$ cat config.mk
export PLATFORM = sky130hd
export DESIGN_NAME = http_chunked_body_decoder_unit_flat
export DESIGN_NICKNAME = d
export VERILOG_FILES = /design/src/rtl/chbd_pkg.sv /design/src/rtl/chbd_if.sv /design/src/rtl/chbd_step.sv /design/src/rtl/chbd_out_queue.sv /design/src/rtl/http_chunked_body_decoder_unit.sv /design/src/flat_wrapper.sv
export SDC_FILE = /design/constraint.sdc
export NUM_CORES = 1
export LEC_CHECK = 0
export ABC_AREA = 1
export BUFFER_PORTS_ARGS = -buffer_cell sky130_fd_sc_hd__buf_2
export CORE_MARGIN = 8
export CORE_UTILIZATION = 53
export DETAILED_ROUTE_END_ITERATION = 7
export GPL_TIMING_DRIVEN = 0
export PLACE_DENSITY = 0.72
export SKIP_LAST_GASP = 1
export SYNTH_ARGS = -nofsm -noshare
export SYNTH_HDL_FRONTEND = slang
export SYNTH_SLANG_ARGS = --single-unit
$ cat constraint.sdc
create_clock -name clk -period 2.38 [get_ports clk]
set_input_delay 0.238 -clock clk [delete_from_list [all_inputs] [get_ports clk]]
set_output_delay 0.238 -clock clk [all_outputs]
set_load 0.1 [all_outputs]
$ cat src/rtl/chbd_pkg.sv
`default_nettype none

package chbd_pkg;

	// Default width of the chunk size counter.
	localparam int SIZE_BITS_DEF = 32;

	// Characters that steer the parser.
	localparam logic [7:0] CH_CR    = 8'h0D;
	localparam logic [7:0] CH_LF    = 8'h0A;
	localparam logic [7:0] CH_SEMI  = 8'h3B;
	localparam logic [7:0] CH_COLON = 8'h3A;
	localparam logic [7:0] CH_SP    = 8'h20;
	localparam logic [7:0] CH_HT    = 8'h09;
	localparam logic [7:0] CH_VT    = 8'h0B;
	localparam logic [7:0] CH_FF    = 8'h0C;

	// Bits taken by one hex digit.
	localparam int DIGIT_BITS = 4;

	typedef enum logic [2:0] {
		PH_IDLE  = 3'd0,
		PH_SIZE  = 3'd1,
		PH_DATA  = 3'd2,
		PH_DCR   = 3'd3,
		PH_DLF   = 3'd4,
		PH_TRAIL = 3'd5
	} phase_t;

	typedef enum logic [1:0] {
		SP_LEAD   = 2'd0,
		SP_DIGITS = 2'd1,
		SP_TRAIL  = 2'd2,
		SP_EXT    = 2'd3
	} subphase_t;

	typedef enum logic [1:0] {
		KIND_DATA = 2'd0,
		KIND_DONE = 2'd1,
		KIND_ERR  = 2'd2
	} kind_t;

	typedef enum logic [1:0] {
		ERR_SIZE_LINE = 2'd0,
		ERR_TERM      = 2'd1,
		ERR_TRAILER   = 2'd2,
		ERR_OVERFLOW  = 2'd3
	} err_t;

	// Parser control state, apart from the size counter.
	typedef struct packed {
		phase_t    phase;
		subphase_t sub;
		logic      cr_pending;
		logic      line_has_content;
		logic      colon_seen;
	} ctrl_t;

	// One result beat.
	typedef struct packed {
		kind_t      kind;
		logic [7:0] payload_byte;
		err_t       error_code;
	} result_t;

	// Hex digit test and value.
	function automatic logic is_hex(input logic [7:0] c);
		return (c >= 8'h30 && c <= 8'h39) || (c >= 8'h61 && c <= 8'h66) ||
			(c >= 8'h41 && c <= 8'h46);
	endfunction

	function automatic logic [3:0] hex_val(input logic [7:0] c);
		logic [7:0] v;
		if (c <= 8'h39) begin
			v = c - 8'h30;
		end else if (c >= 8'h61) begin
			v = c - 8'h57;
		end else begin
			v = c - 8'h37;
		end
		return v[3:0];
	endfunction

	function automatic logic is_ws(input logic [7:0] c);
		return c == CH_SP || c == CH_HT || c == CH_VT || c == CH_FF || c == CH_CR ||
			c == CH_LF;
	endfunction

endpackage

`default_nettype wire

$ cat src/rtl/chbd_if.sv
`default_nettype none

// Raw body byte channel.
interface chbd_body_if;
	logic       valid;
	logic       ready;
	logic [7:0] data_byte;
	logic       start_message;

	modport source (output valid, output data_byte, output start_message, input ready);
	modport sink (input valid, input data_byte, input start_message, output ready);
	modport mon (input valid, input data_byte, input start_message, input ready);
endinterface

// Decoded result channel.
interface chbd_result_if;
	logic       valid;
	logic       ready;
	logic [1:0] kind;
	logic [7:0] payload_byte;
	logic [1:0] error_code;

	modport source (output valid, output kind, output payload_byte, output error_code,
		input ready);
	modport sink (input valid, input kind, input payload_byte, input error_code,
		output ready);
	modport mon (input valid, input kind, input payload_byte, input error_code,
		input ready);
endinterface

`default_nettype wire

$ cat src/rtl/chbd_step.sv
`default_nettype none

// Next-state and result logic for one body byte.
module chbd_step import chbd_pkg::*; #(
	parameter int SIZE_BITS = SIZE_BITS_DEF
) (
	input  wire ctrl_t                ctrl,
	input  wire logic [SIZE_BITS-1:0] rem,
	input  wire logic [7:0]           data_byte,
	input  wire logic                 start_message,
	output ctrl_t                     ctrl_nxt,
	output logic [SIZE_BITS-1:0]      rem_nxt,
	output logic                      res_valid,
	output result_t                   res
);

	ctrl_t                c0;
	logic [SIZE_BITS-1:0] r0;
	logic                 line_end;
	logic                 fail;
	err_t                 fail_code;

	always_comb begin
		// A start beat opens a fresh size line before the byte is parsed.
		c0 = ctrl;
		r0 = rem;
		if (start_message) begin
			c0.phase            = PH_SIZE;
			c0.sub              = SP_LEAD;
			c0.cr_pending       = 1'b0;
			c0.line_has_content = 1'b0;
			c0.colon_seen       = 1'b0;
			r0                  = '0;
		end

		ctrl_nxt  = c0;
		rem_nxt   = r0;
		res_valid = 1'b0;
		res       = '{kind: KIND_DATA, payload_byte: 8'h00, error_code: ERR_SIZE_LINE};
		fail      = 1'b0;
		fail_code = ERR_SIZE_LINE;
		line_end  = c0.cr_pending && data_byte == CH_LF;

		unique case (c0.phase)
			PH_SIZE: begin
				if (line_end) begin
					if (!c0.line_has_content) begin
						fail = 1'b1;
					end else begin
						ctrl_nxt.phase            = (r0 == '0) ? PH_TRAIL : PH_DATA;
						ctrl_nxt.sub              = SP_LEAD;
						ctrl_nxt.cr_pending       = 1'b0;
						ctrl_nxt.line_has_content = 1'b0;
						ctrl_nxt.colon_seen       = 1'b0;
					end
				end else begin
					ctrl_nxt.cr_pending = (data_byte == CH_CR);
					if (c0.sub == SP_EXT) begin
						// Extension text is skipped up to the line end.
					end else if (data_byte == CH_SEMI) begin
						ctrl_nxt.sub = SP_EXT;
					end else if (is_ws(data_byte)) begin
						if (c0.sub == SP_DIGITS) begin
							ctrl_nxt.sub = SP_TRAIL;
						end
					end else if (!is_hex(data_byte) || c0.sub == SP_TRAIL) begin
						fail = 1'b1;
					end else if (r0[SIZE_BITS-1 -: DIGIT_BITS] != '0) begin
						fail      = 1'b1;
						fail_code = ERR_OVERFLOW;
					end else begin
						rem_nxt = {r0[SIZE_BITS-DIGIT_BITS-1:0], hex_val(data_byte)};
						ctrl_nxt.sub              = SP_DIGITS;
						ctrl_nxt.line_has_content = 1'b1;
					end
				end
			end
			PH_DATA: begin
				// Payload byte passes through; the counter says when it ends.
				rem_nxt   = r0 - SIZE_BITS'(1);
				res_valid = 1'b1;
				res.payload_byte = data_byte;
				if (r0 == SIZE_BITS'(1)) begin
					ctrl_nxt.phase = PH_DCR;
				end
			end
			PH_DCR: begin
				if (data_byte != CH_CR) begin
					fail      = 1'b1;
					fail_code = ERR_TERM;
				end else begin
					ctrl_nxt.phase = PH_DLF;
				end
			end
			PH_DLF: begin
				if (data_byte != CH_LF) begin
					fail      = 1'b1;
					fail_code = ERR_TERM;
				end else begin
					ctrl_nxt.phase            = PH_SIZE;
					ctrl_nxt.sub              = SP_LEAD;
					ctrl_nxt.cr_pending       = 1'b0;
					ctrl_nxt.line_has_content = 1'b0;
					ctrl_nxt.colon_seen       = 1'b0;
					rem_nxt                   = '0;
				end
			end
			PH_TRAIL: begin
				if (line_end) begin
					ctrl_nxt.sub              = SP_LEAD;
					ctrl_nxt.cr_pending       = 1'b0;
					ctrl_nxt.line_has_content = 1'b0;
					ctrl_nxt.colon_seen       = 1'b0;
					if (!c0.line_has_content) begin
						// An empty trailer line closes the message.
						ctrl_nxt.phase = PH_IDLE;
						res_valid      = 1'b1;
						res.kind       = KIND_DONE;
					end else if (!c0.colon_seen) begin
						fail      = 1'b1;
						fail_code = ERR_TRAILER;
					end
				end else begin
					if (c0.cr_pending) begin
						ctrl_nxt.line_has_content = 1'b1;
					end
					if (data_byte == CH_CR) begin
						ctrl_nxt.cr_pending = 1'b1;
					end else begin
						ctrl_nxt.cr_pending       = 1'b0;
						ctrl_nxt.line_has_content = 1'b1;
						if (data_byte == CH_COLON) begin
							ctrl_nxt.colon_seen = 1'b1;
						end
					end
				end
			end
			default: begin
				// Idle: bytes are dropped until the next start.
			end
		endcase

		// Any error parks the parser and clears the counter.
		if (fail) begin
			ctrl_nxt.phase            = PH_IDLE;
			ctrl_nxt.sub              = SP_LEAD;
			ctrl_nxt.cr_pending       = 1'b0;
			ctrl_nxt.line_has_content = 1'b0;
			ctrl_nxt.colon_seen       = 1'b0;
			rem_nxt                   = '0;
			res_valid                 = 1'b1;
			res.kind                  = KIND_ERR;
			res.payload_byte          = 8'h00;
			res.error_code            = fail_code;
		end
	end

endmodule

`default_nettype wire

$ cat src/rtl/chbd_out_queue.sv
`default_nettype none

// Two-entry result queue that lets the parser run while a result waits.
module chbd_out_queue import chbd_pkg::*; (
	input  wire logic    clk,
	input  wire logic    arst_n,
	input  wire logic    push,
	input  wire result_t push_data,
	output logic         full,
	chbd_result_if.source result
);

	result_t    entry_q [2];
	logic       wr_ptr_q;
	logic       rd_ptr_q;
	logic [1:0] count_q;
	logic       pop;
	result_t    head;

	assign pop  = result.valid && result.ready;
	assign full = (count_q == 2'd2);
	assign head = entry_q[rd_ptr_q];

	assign result.valid        = (count_q != 2'd0);
	assign result.kind         = head.kind;
	assign result.payload_byte = head.payload_byte;
	assign result.error_code   = head.error_code;

	// Pointers and fill count.
	always_ff @(posedge clk or negedge arst_n) begin
		if (!arst_n) begin
			wr_ptr_q <= 1'b0;
			rd_ptr_q <= 1'b0;
			count_q  <= 2'd0;
		end else begin
			if (push) begin
				wr_ptr_q <= ~wr_ptr_q;
			end
			if (pop) begin
				rd_ptr_q <= ~rd_ptr_q;
			end
			if (push && !pop) begin
				count_q <= count_q + 2'd1;
			end else if (pop && !push) begin
				count_q <= count_q - 2'd1;
			end
		end
	end

	// Entry storage.
	always_ff @(posedge clk) begin
		if (push) begin
			entry_q[wr_ptr_q] <= push_data;
		end
	end

endmodule

`default_nettype wire

$ cat src/rtl/http_chunked_body_decoder_unit.sv
`default_nettype none

// Channel  Dir  Beat content
// body     in   data_byte, start_message
// result   out  kind, payload_byte, error_code
//
// While body.ready is high one body beat is taken per cycle; its result, if any,
// is in the output queue the next cycle. The parser state registers and the combinational
// byte step set that figure. A two-entry output queue keeps body.ready high while one
// result waits; body.ready drops only when two results wait.
// Reset puts the parser in idle, where bytes give no result until a start beat.
module http_chunked_body_decoder_unit import chbd_pkg::*; #(
	parameter int SIZE_BITS = SIZE_BITS_DEF
) (
	input  wire logic clk,
	input  wire logic arst_n,
	chbd_body_if.sink     body,
	chbd_result_if.source result
);

	ctrl_t                ctrl_q;
	logic [SIZE_BITS-1:0] rem_q;
	ctrl_t                ctrl_nxt;
	logic [SIZE_BITS-1:0] rem_nxt;
	logic                 res_valid;
	result_t              res;
	logic                 full;
	logic                 accept;

	assign body.ready = !full;
	assign accept     = body.valid && body.ready;

	chbd_step #(
		.SIZE_BITS(SIZE_BITS)
	) u_step (
		.ctrl         (ctrl_q),
		.rem          (rem_q),
		.data_byte    (body.data_byte),
		.start_message(body.start_message),
		.ctrl_nxt     (ctrl_nxt),
		.rem_nxt      (rem_nxt),
		.res_valid    (res_valid),
		.res          (res)
	);

	// Parser state advances on every accepted beat.
	always_ff @(posedge clk or negedge arst_n) begin
		if (!arst_n) begin
			ctrl_q <= '{phase: PH_IDLE, sub: SP_LEAD, cr_pending: 1'b0,
				line_has_content: 1'b0, colon_seen: 1'b0};
			rem_q  <= '0;
		end else if (accept) begin
			ctrl_q <= ctrl_nxt;
			rem_q  <= rem_nxt;
		end
	end

	chbd_out_queue u_queue (
		.clk      (clk),
		.arst_n   (arst_n),
		.push     (accept && res_valid),
		.push_data(res),
		.full     (full),
		.result   (result)
	);

endmodule

`default_nettype wire

$ cat src/flat_wrapper.sv
// flat-port wrapper written by rule: the top's interface ports become plain ports
module http_chunked_body_decoder_unit_flat import chbd_pkg::*;
#(
	parameter int SIZE_BITS = SIZE_BITS_DEF
)
  (clk, arst_n, body_valid, body_data_byte, body_start_message, body_ready, result_valid, result_kind, result_payload_byte, result_error_code, result_ready);
  chbd_body_if body_i ();
  chbd_result_if result_i ();
  input  wire logic clk;
  input  wire logic arst_n;
  input wire logic [$bits(body_i.valid)-1:0] body_valid;
  input wire logic [$bits(body_i.data_byte)-1:0] body_data_byte;
  input wire logic [$bits(body_i.start_message)-1:0] body_start_message;
  output wire logic [$bits(body_i.ready)-1:0] body_ready;
  output wire logic [$bits(result_i.valid)-1:0] result_valid;
  output wire logic [$bits(result_i.kind)-1:0] result_kind;
  output wire logic [$bits(result_i.payload_byte)-1:0] result_payload_byte;
  output wire logic [$bits(result_i.error_code)-1:0] result_error_code;
  input wire logic [$bits(result_i.ready)-1:0] result_ready;
  assign body_i.valid = body_valid;
  assign body_i.data_byte = body_data_byte;
  assign body_i.start_message = body_start_message;
  assign body_ready = body_i.ready;
  assign result_valid = result_i.valid;
  assign result_kind = result_i.kind;
  assign result_payload_byte = result_i.payload_byte;
  assign result_error_code = result_i.error_code;
  assign result_i.ready = result_ready;
  http_chunked_body_decoder_unit #(.SIZE_BITS(SIZE_BITS)) u_core (.clk(clk), .arst_n(arst_n), .body(body_i), .result(result_i));
endmodule
# Yosys cells after proc, flatten, opt, wreduce, memory -nomap -nowiden
# Memories as Yosys holds them, arrays and structs flattened.
# Cells that the tools add are included.
[classes]
add_sub_neg = 6
order_cmp = 6
n_eq_ne = 20
mux = 79
bitwise_logic = 2
reduce_logical = 25
[ops]
columns = ["op", "count"]
rows = [
  ["two-way mux 32 bit", 9],
  ["one-hot mux 32 bit (3 select lines)", 1],
  ["equality test 8 x 4 -> 1 bit, second input constant", 5],
  ["two-way mux 8 bit", 5],
  ["two-way mux 2 bit", 18],
  ["equality test 32 x 1 -> 1 bit, second input constant", 1],
  ["zero test 32 bit", 1],
  ["subtractor 32 x 1 -> 32 bit, second input constant", 1],
  ["two-way mux 1 bit", 30],
  ["equality test 8 x 6 -> 1 bit, second input constant", 3],
  ["two-way mux 3 bit", 6],
  [">= comparator 8 x 7 -> 1 bit, second input constant", 2],
  ["<= comparator 8 x 7 -> 1 bit, second input constant", 2],
  ["inequality test 8 x 4 -> 1 bit, second input constant", 2],
  ["one-hot mux 3 bit (5 select lines)", 1],
  ["one-hot mux 5 bit (3 select lines)", 1],
  ["two-way mux 12 bit", 1],
  ["two-way mux 4 bit", 3],
  ["logical AND 1 bit", 9],
  [">= comparator 8 x 6 -> 1 bit, second input constant", 1],
  ["<= comparator 8 x 6 -> 1 bit, second input constant", 1],
  ["logical OR 1 bit", 8],
  ["one-hot mux 2 bit (4 select lines)", 1],
  ["subtractor 4 x 3 -> 4 bit, second input constant", 2],
  ["other kinds (15)", 24],
]
[word_totals]
register_bits = 44
ramBits = 24
out_inout_bits = 14
mem_count = 1
[memory_table]
columns = ["name", "depth", "width", "rd", "rd_ports_with_merged_regs", "write_ports", "line_no", "text"]
rows = [
  ["u_core.u_queue.entry_q", 2, 12, 1, 0, 1, "chbd_out_queue.sv:13", "result_t entry_q [2];"],
]

# Longest topological paths before layout
[depth]
depth_word = 18
mapped_depth = 18
mapped_depth_nobuf = 18

# Cells and area by module
# From an unflattened synthesis, not the netlist that was laid out.
[hier_totals]
cells_unflattened = 1047
area_unflattened_um2 = 6668.9
[by_module_without_submodules]
columns = ["module", "instances", "cells_per_inst", "area_each_um2", "seq_area_each_um2"]
rows = [
  ["chbd_step", 1, 780, 3891.2, 0.0],
  ["http_chunked_body_decoder_unit", 1, 177, 1684.1, 1001.0],
  ["chbd_out_queue", 1, 90, 1093.5, 820.8],
]

# Worst setup path before layout
# Ideal clock, no wire load.
[synth_timing]
kind = "flip-flop to flip-flop"
startpoint = "register u_core.u_queue.count_q[0]"
endpoint = "memory u_core.u_queue.entry_q[0][0] (netlist name) (enable)"
setup_time_ps = 382
arrival_ps = 2314
path_slack_ps = -315
stages_incl_launch_ff = 7
path_buffers = 0
cell_sequence = "dfrtp_1 -> inv_1 -> nand2_1 -> nand2_1 -> inv_1 -> nand2_1 -> nor2_1"
[synth_between]
elab_chain_cells = 6
[synth_rtl]
columns = ["element", "line_no", "text"]
rows = [
  ["start: declaration", "chbd_out_queue.sv:16", "logic [1:0] count_q;"],
  ["start signal: assignment", "chbd_out_queue.sv:43", "count_q <= count_q + 2'd1;"],
  ["start signal: assignment", "chbd_out_queue.sv:45", "count_q <= count_q - 2'd1;"],
  ["equality test 2 bit", "chbd_out_queue.sv:21", "assign full = (count_q == 2'd2);"],
  ["zero test 1 bit", "http_chunked_body_decoder_unit.sv:30", "assign body.ready = !full;"],
  ["named net body_ready", "flat_wrapper.sv:14", "output wire logic [$bits(body_i.ready)-1:0] body_ready;"],
  ["logical AND 1 bit", "http_chunked_body_decoder_unit.sv:31", "assign accept = body.valid && body.ready;"],
  ["logical AND 1 bit", "http_chunked_body_decoder_unit.sv:61", ".push (accept && res_valid),"],
  ["two-way mux 1 bit", "chbd_out_queue.sv:52", "if (push) begin"],
  ["two-way mux 1 bit (not written as such)", "chbd_out_queue.sv:53", "entry_q[wr_ptr_q] <= push_data;"],
  ["end: declaration", "chbd_out_queue.sv:13", ""],
]
# The timed path passes the listed nets, and every way through them passes these cells.

# Final worst setup path
[layout_timing]
startpoint = "input body_data_byte[0]"
endpoint = "register u_core.u_queue.count_q[1]"
[layout_between]
elab_chain_cells = 17
elab_cells_between_ends = 46
cone_classes = "order compare: 6; eq/ne: 9; mux: 13; reduce/logical: 18"
[layout_rtl]
columns = ["element", "line_no", "text"]
rows = [
  ["start: declaration", "flat_wrapper.sv:12", "input wire logic [$bits(body_i.data_byte)-1:0] body_data_byte;"],
  [">= comparator 8 x 6 -> 1 bit (tied with other cells)", "chbd_pkg.sv:68", "return (c >= 8'h30 && c <= 8'h39) || (c >= 8'h61 && c <= 8'h66) ||"],
  ["logical AND 1 bit", "chbd_pkg.sv:68", ""],
  ["logical OR 1 bit (2 in a row)", "chbd_pkg.sv:68", ""],
  ["zero test 1 bit", "chbd_step.sv:66", "end else if (!is_hex(data_byte) || c0.sub == SP_TRAIL) begin"],
  ["logical OR 1 bit", "chbd_step.sv:66", ""],
  ["two-way mux 1 bit", "chbd_step.sv:66", ""],
  ["two-way mux 1 bit", "chbd_step.sv:62", "end else if (is_ws(data_byte)) begin"],
  ["two-way mux 1 bit", "chbd_step.sv:60", "end else if (data_byte == CH_SEMI) begin"],
  ["two-way mux 1 bit", "chbd_step.sv:58", "if (c0.sub == SP_EXT) begin"],
  ["two-way mux 1 bit", "chbd_step.sv:46", "if (line_end) begin"],
  ["one-hot mux 1 bit (4 select lines)", "chbd_step.sv:44", "unique case (c0.phase)"],
  ["two-way mux 1 bit (*)", "chbd_step.sv:144", "if (fail) begin"],
  ["logical AND 1 bit (*)", "http_chunked_body_decoder_unit.sv:61", ""],
  ["named net u_core.u_queue.push", "chbd_out_queue.sv:7", "input wire logic push,"],
  ["zero test 1 bit", "chbd_out_queue.sv:44", "end else if (pop && !push) begin"],
  ["logical AND 1 bit", "chbd_out_queue.sv:44", ""],
  ["nonzero test 2 bit (no line)", "--", ""],
]
# Mark *: on every way through the listed nets, which the timed path passes. The rest lies on a longest branch.
# A chain may end at the register's enable or synchronous reset.

==> results_dict.tcl <==
set metrics [dict create \
    fin_crit_sh 0.992 \
    synth_async_sr_flop_share 0.647 \
    hold_viol 0 \
    fin_ws_ns 0.0182 \
    pre_cts_slack_ns -0.525 \
    antenna_found_initial 0 \
    ys.flop_type "dfrtp_1" \
    chipHeight_um 128 \
    viasPerCell 5.50 \
    status "finished with violations" \
    mappedNetlistArea_sq_um 6680 \
    skew_ns 0.0112 \
    tritoncts "built" \
    io_pins 27 \
    postRouteAntennaNets 0 \
    fin_setup_tns_ns 0 \
    dieArea_sq_um 16400 \
    clk-insertion-delay-late_ns 0.35 \
    p_leak_nw 4.21 \
    irDropWorstVdd_mv 0.484 \
    critical_path.startpoint_type "input port" \
    synth_compound_area_frac 0.115 \
    setup_viol 0 \
    min_period_ns 2.36 \
    drtPass1Iterations 8 \
    dr_total_vias 7606 \
    drc 10 \
    dp_cells 1360 \
    synthMuxAreaShare 0 \
    fillers 1295 \
    yosysWarnings 0 \
    syn_inst 1164 \
    final_cells 1384 \
    ys_seq_area_frac 0.273 \
    area_growth_pct 12.2 \
    rows 41 \
    cts-buffers-inserted 9 \
    grt_pass1_vias 6746 \
    critPathKind "input port to register" \
    clk_root_buffer_cell "clkbuf_16" \
    grt_usage 0.271 \
    diodes 0 \
    fin_nets 1228 \
    crit_required_ns 2.62 \
    grt_max_degree 45 \
    cts.sinks 68 \
    htreeDepth 3 \
    drv_cap 0 \
    min_path_type "input port to async pin" \
    synth_cell_types 40 \
    slew_viol_final 0 \
    synth_nets 1185 \
    holdWs_ns 0.105 \
    synth_xor_area_frac 0.00787 \
    drt_iter0_markers 913 \
    clk_pin_slew_ns 0.07 \
    synth-edff-count 24 \
    die_w_um 128 \
    power.density_nw_per_um2 1240 \
    timing.fmax_mhz 423 \
    worstPathMaxFanout 7 \
    tightest_slew_ns 1.11 \
    rrSetupSlack_ns 0.04 \
    max-slew-margin-rel 0.259 \
    drive_gt1_frac 0.116 \
    ys_ff_latch 68 \
    violations "DRC" \
    synthAdderAreaFrac 0.0150 \
    place.port_buffers 24 \
    synth_area_per_cell_sq_um 5.74 \
    grt_pass1_wl_um 35300 \
    routed_wl_um 22100 \
    setup.worst_path.end_class "register" \
    gp_congestion 0.973 \
    synth_top_family_by_area "simple AND/OR/NAND/NOR gates" \
    rsz0062_at_grt "true" \
    start_util 0.536 \
    coreArea_sq_um 12500 \
    wl_per_cell_um 15.9 \
    cp.arrival_ns 2.60 \
    clock_path_buffers 2 \
    synthSimpleGateAreaFrac 0.482 \
    dp_hpwl_um 15500 \
    grt-ovfl-total 0 \
]
## cell type report
cell class	instances	area, sq um	share of cell area
Buffer	48	236	0.0316
Timing Repair Buffer	33	190	0.0254
Clock inverter	7	75.1	0.0100
Clock buffer	9	225	0.0301
Sequential cell	68	1820	0.243
Tap cell	172	215	0.0287
Inverter	130	495	0.0661
Multi-Input combinational cell	917	4230	0.565
## flip-flops by register name, indices dropped and copies added, names as in the netlist
signal	flops
u_core.u_queue.wr_ptr_q	1
u_core.u_queue.count_q	2
u_core.u_queue.rd_ptr_q	1
u_core.ctrl_q	8
u_core.u_queue.entry_q	24
u_core.rem_q	32
## Yosys cell counts (2+ instances only)
cell type / count / area (sq um)
a221oi_1: 4 / 35.0
nand2_2: 17 / 106
nand3_1: 117 / 586
nor2_1: 142 / 533
nor3_2: 3 / 30.0
o21ai_1: 7 / 35.0
nand4_1: 8 / 50.1
nand2_4: 2 / 22.5
o22ai_1: 2 / 12.5
buf_1: 5 / 18.8
o21ai_0: 69 / 345
nor3b_1: 3 / 22.5
inv_2: 16 / 60.1
nand2_1: 442 / 1660
o211ai_1: 11 / 82.6
a31oi_1: 4 / 25.0
nor3_1: 12 / 60.1
nand3b_1: 2 / 15.0
inv_1: 112 / 420
nor2_2: 8 / 50.1
clkbuf_1: 29 / 109
edfxtp_1: 24 / 721
a21oi_1: 37 / 185
a211oi_1: 4 / 30.0
xor2_1: 5 / 43.8
buf_4: 5 / 37.5
ha_1: 8 / 100
buf_6: 2 / 22.5
buf_2: 8 / 40.0
dfrtp_1: 44 / 1100
nor2_4: 3 / 33.8
## power breakdown
group / leakage [nW] / total [mW] / internal [mW] / switching, mW
combinational: 3.26 / 6.14 / 1.71 / 4.43
clock: 0.140 / 1.41 / 0.815 / 0.596
sequential: 0.807 / 1.77 / 1.57 / 0.205
total: 4.21 / 9.33 / 4.09 / 5.23
## per-layer routing
| metal | vias up | global-route usage | part of all wire |
|---|---|---|---|
| li1 | 3796 | - | - |
| met1 | 3356 | 0.370 | 0.43 |
| met2 | 395 | 0.412 | 0.44 |
| met3 | 59 | 0.0437 | 0.10 |
| met4 | 0 | 0.117 | 0.031 |
| met5 | - | 0 | 0 |
## placed cells by master, fill, tap and decap left out, drive strengths merged
cell type	Yosys	routed
nor3b	3	3
a21oi	37	37
o211ai	11	11
xnor2	1	1
clkinvlp	0	2
ha	8	8
nand3b	2	2
inv	128	129
buf	20	50
nand3	118	118
nand2	461	461
nand4	9	9
nor2	153	153
clkbuf	29	40
a31oi	4	4
bufinv	0	1
o21bai	1	1
xor2	5	5
dfrtp	44	44
nor3	16	16
a211oi	4	4
clkinv	2	5
a221oi	4	4
a22oi	1	1
or2	1	1
o21ai	76	76
o22ai	2	2
edfxtp	24	24
## logic make-up after synthesis
logic type,count (synthesis)
DFF,68
adders and majority gates,8
and+or+nand+nor,763
xor gates and xnor gates,6
buffers and inverters,179
AOI/OAI and AO/OA,140
## per-stage QoR
stage / util / cell area, sq um / power (mW)
floorplan: - / 6690 / 6.29
global placement: 0.563 / 7020 / 7.54
detailed placement: 0.563 / 7020 / 7.59
CTS: 0.594 / 7410 / 9.07
global route: 0.601 / 7490 / 10.1
finish: 0.601 / 7490 / 9.33
## critical path, cell delays in order
cell,delay [ns]
clkbuf_4,0.16
inv_2,0.08
ha_1,0.20
nand2_1,0.14
inv_1,0.10
nand2_1,0.12
nand2_1,0.09
a21oi_1,0.16
nand2_2,0.11
nor2_4,0.14
nand3_2,0.13
nand3_1,0.11
nand2_2,0.11
inv_1,0.09
ha_1,0.25
a21oi_1,0.11
o21ai_0,0.10
xor2_1,0.15
## final timing paths
check                                                       from                                    end  cells past startpoint
setup / recovery                               body_data_byte[0]  u_core.u_queue.count_q[1]$_DFFE_PN0P_                     18
min in group clk                                    result_ready    u_core.u_queue.rd_ptr_q$_DFFE_PN0P_                      3
max in group asynchronous                                 arst_n           u_core.rem_q[18]$_DFFE_PN0P_                      1
hold reg to reg            u_core.u_queue.count_q[0]$_DFFE_PN0P_  u_core.u_queue.count_q[0]$_DFFE_PN0P_                      1
setup reg to reg                    u_core.ctrl_q[2]$_DFFE_PN0P_  u_core.u_queue.count_q[1]$_DFFE_PN0P_                     14
hold / removal                                            arst_n           u_core.ctrl_q[0]$_DFFE_PN0P_                      1
## timing repair
action                                 in CTS  in global routing
setup buffers                               3                  6
endpoints found under the hold margin       0                  0
setup endpoints to repair                  57                 59
pin swaps                                   3                  2
gates resized for setup                    17                 20
cloned                                      0                  0
hold buffers                                0                  0
Note: power is estimated with default switching activity, not from simulation.
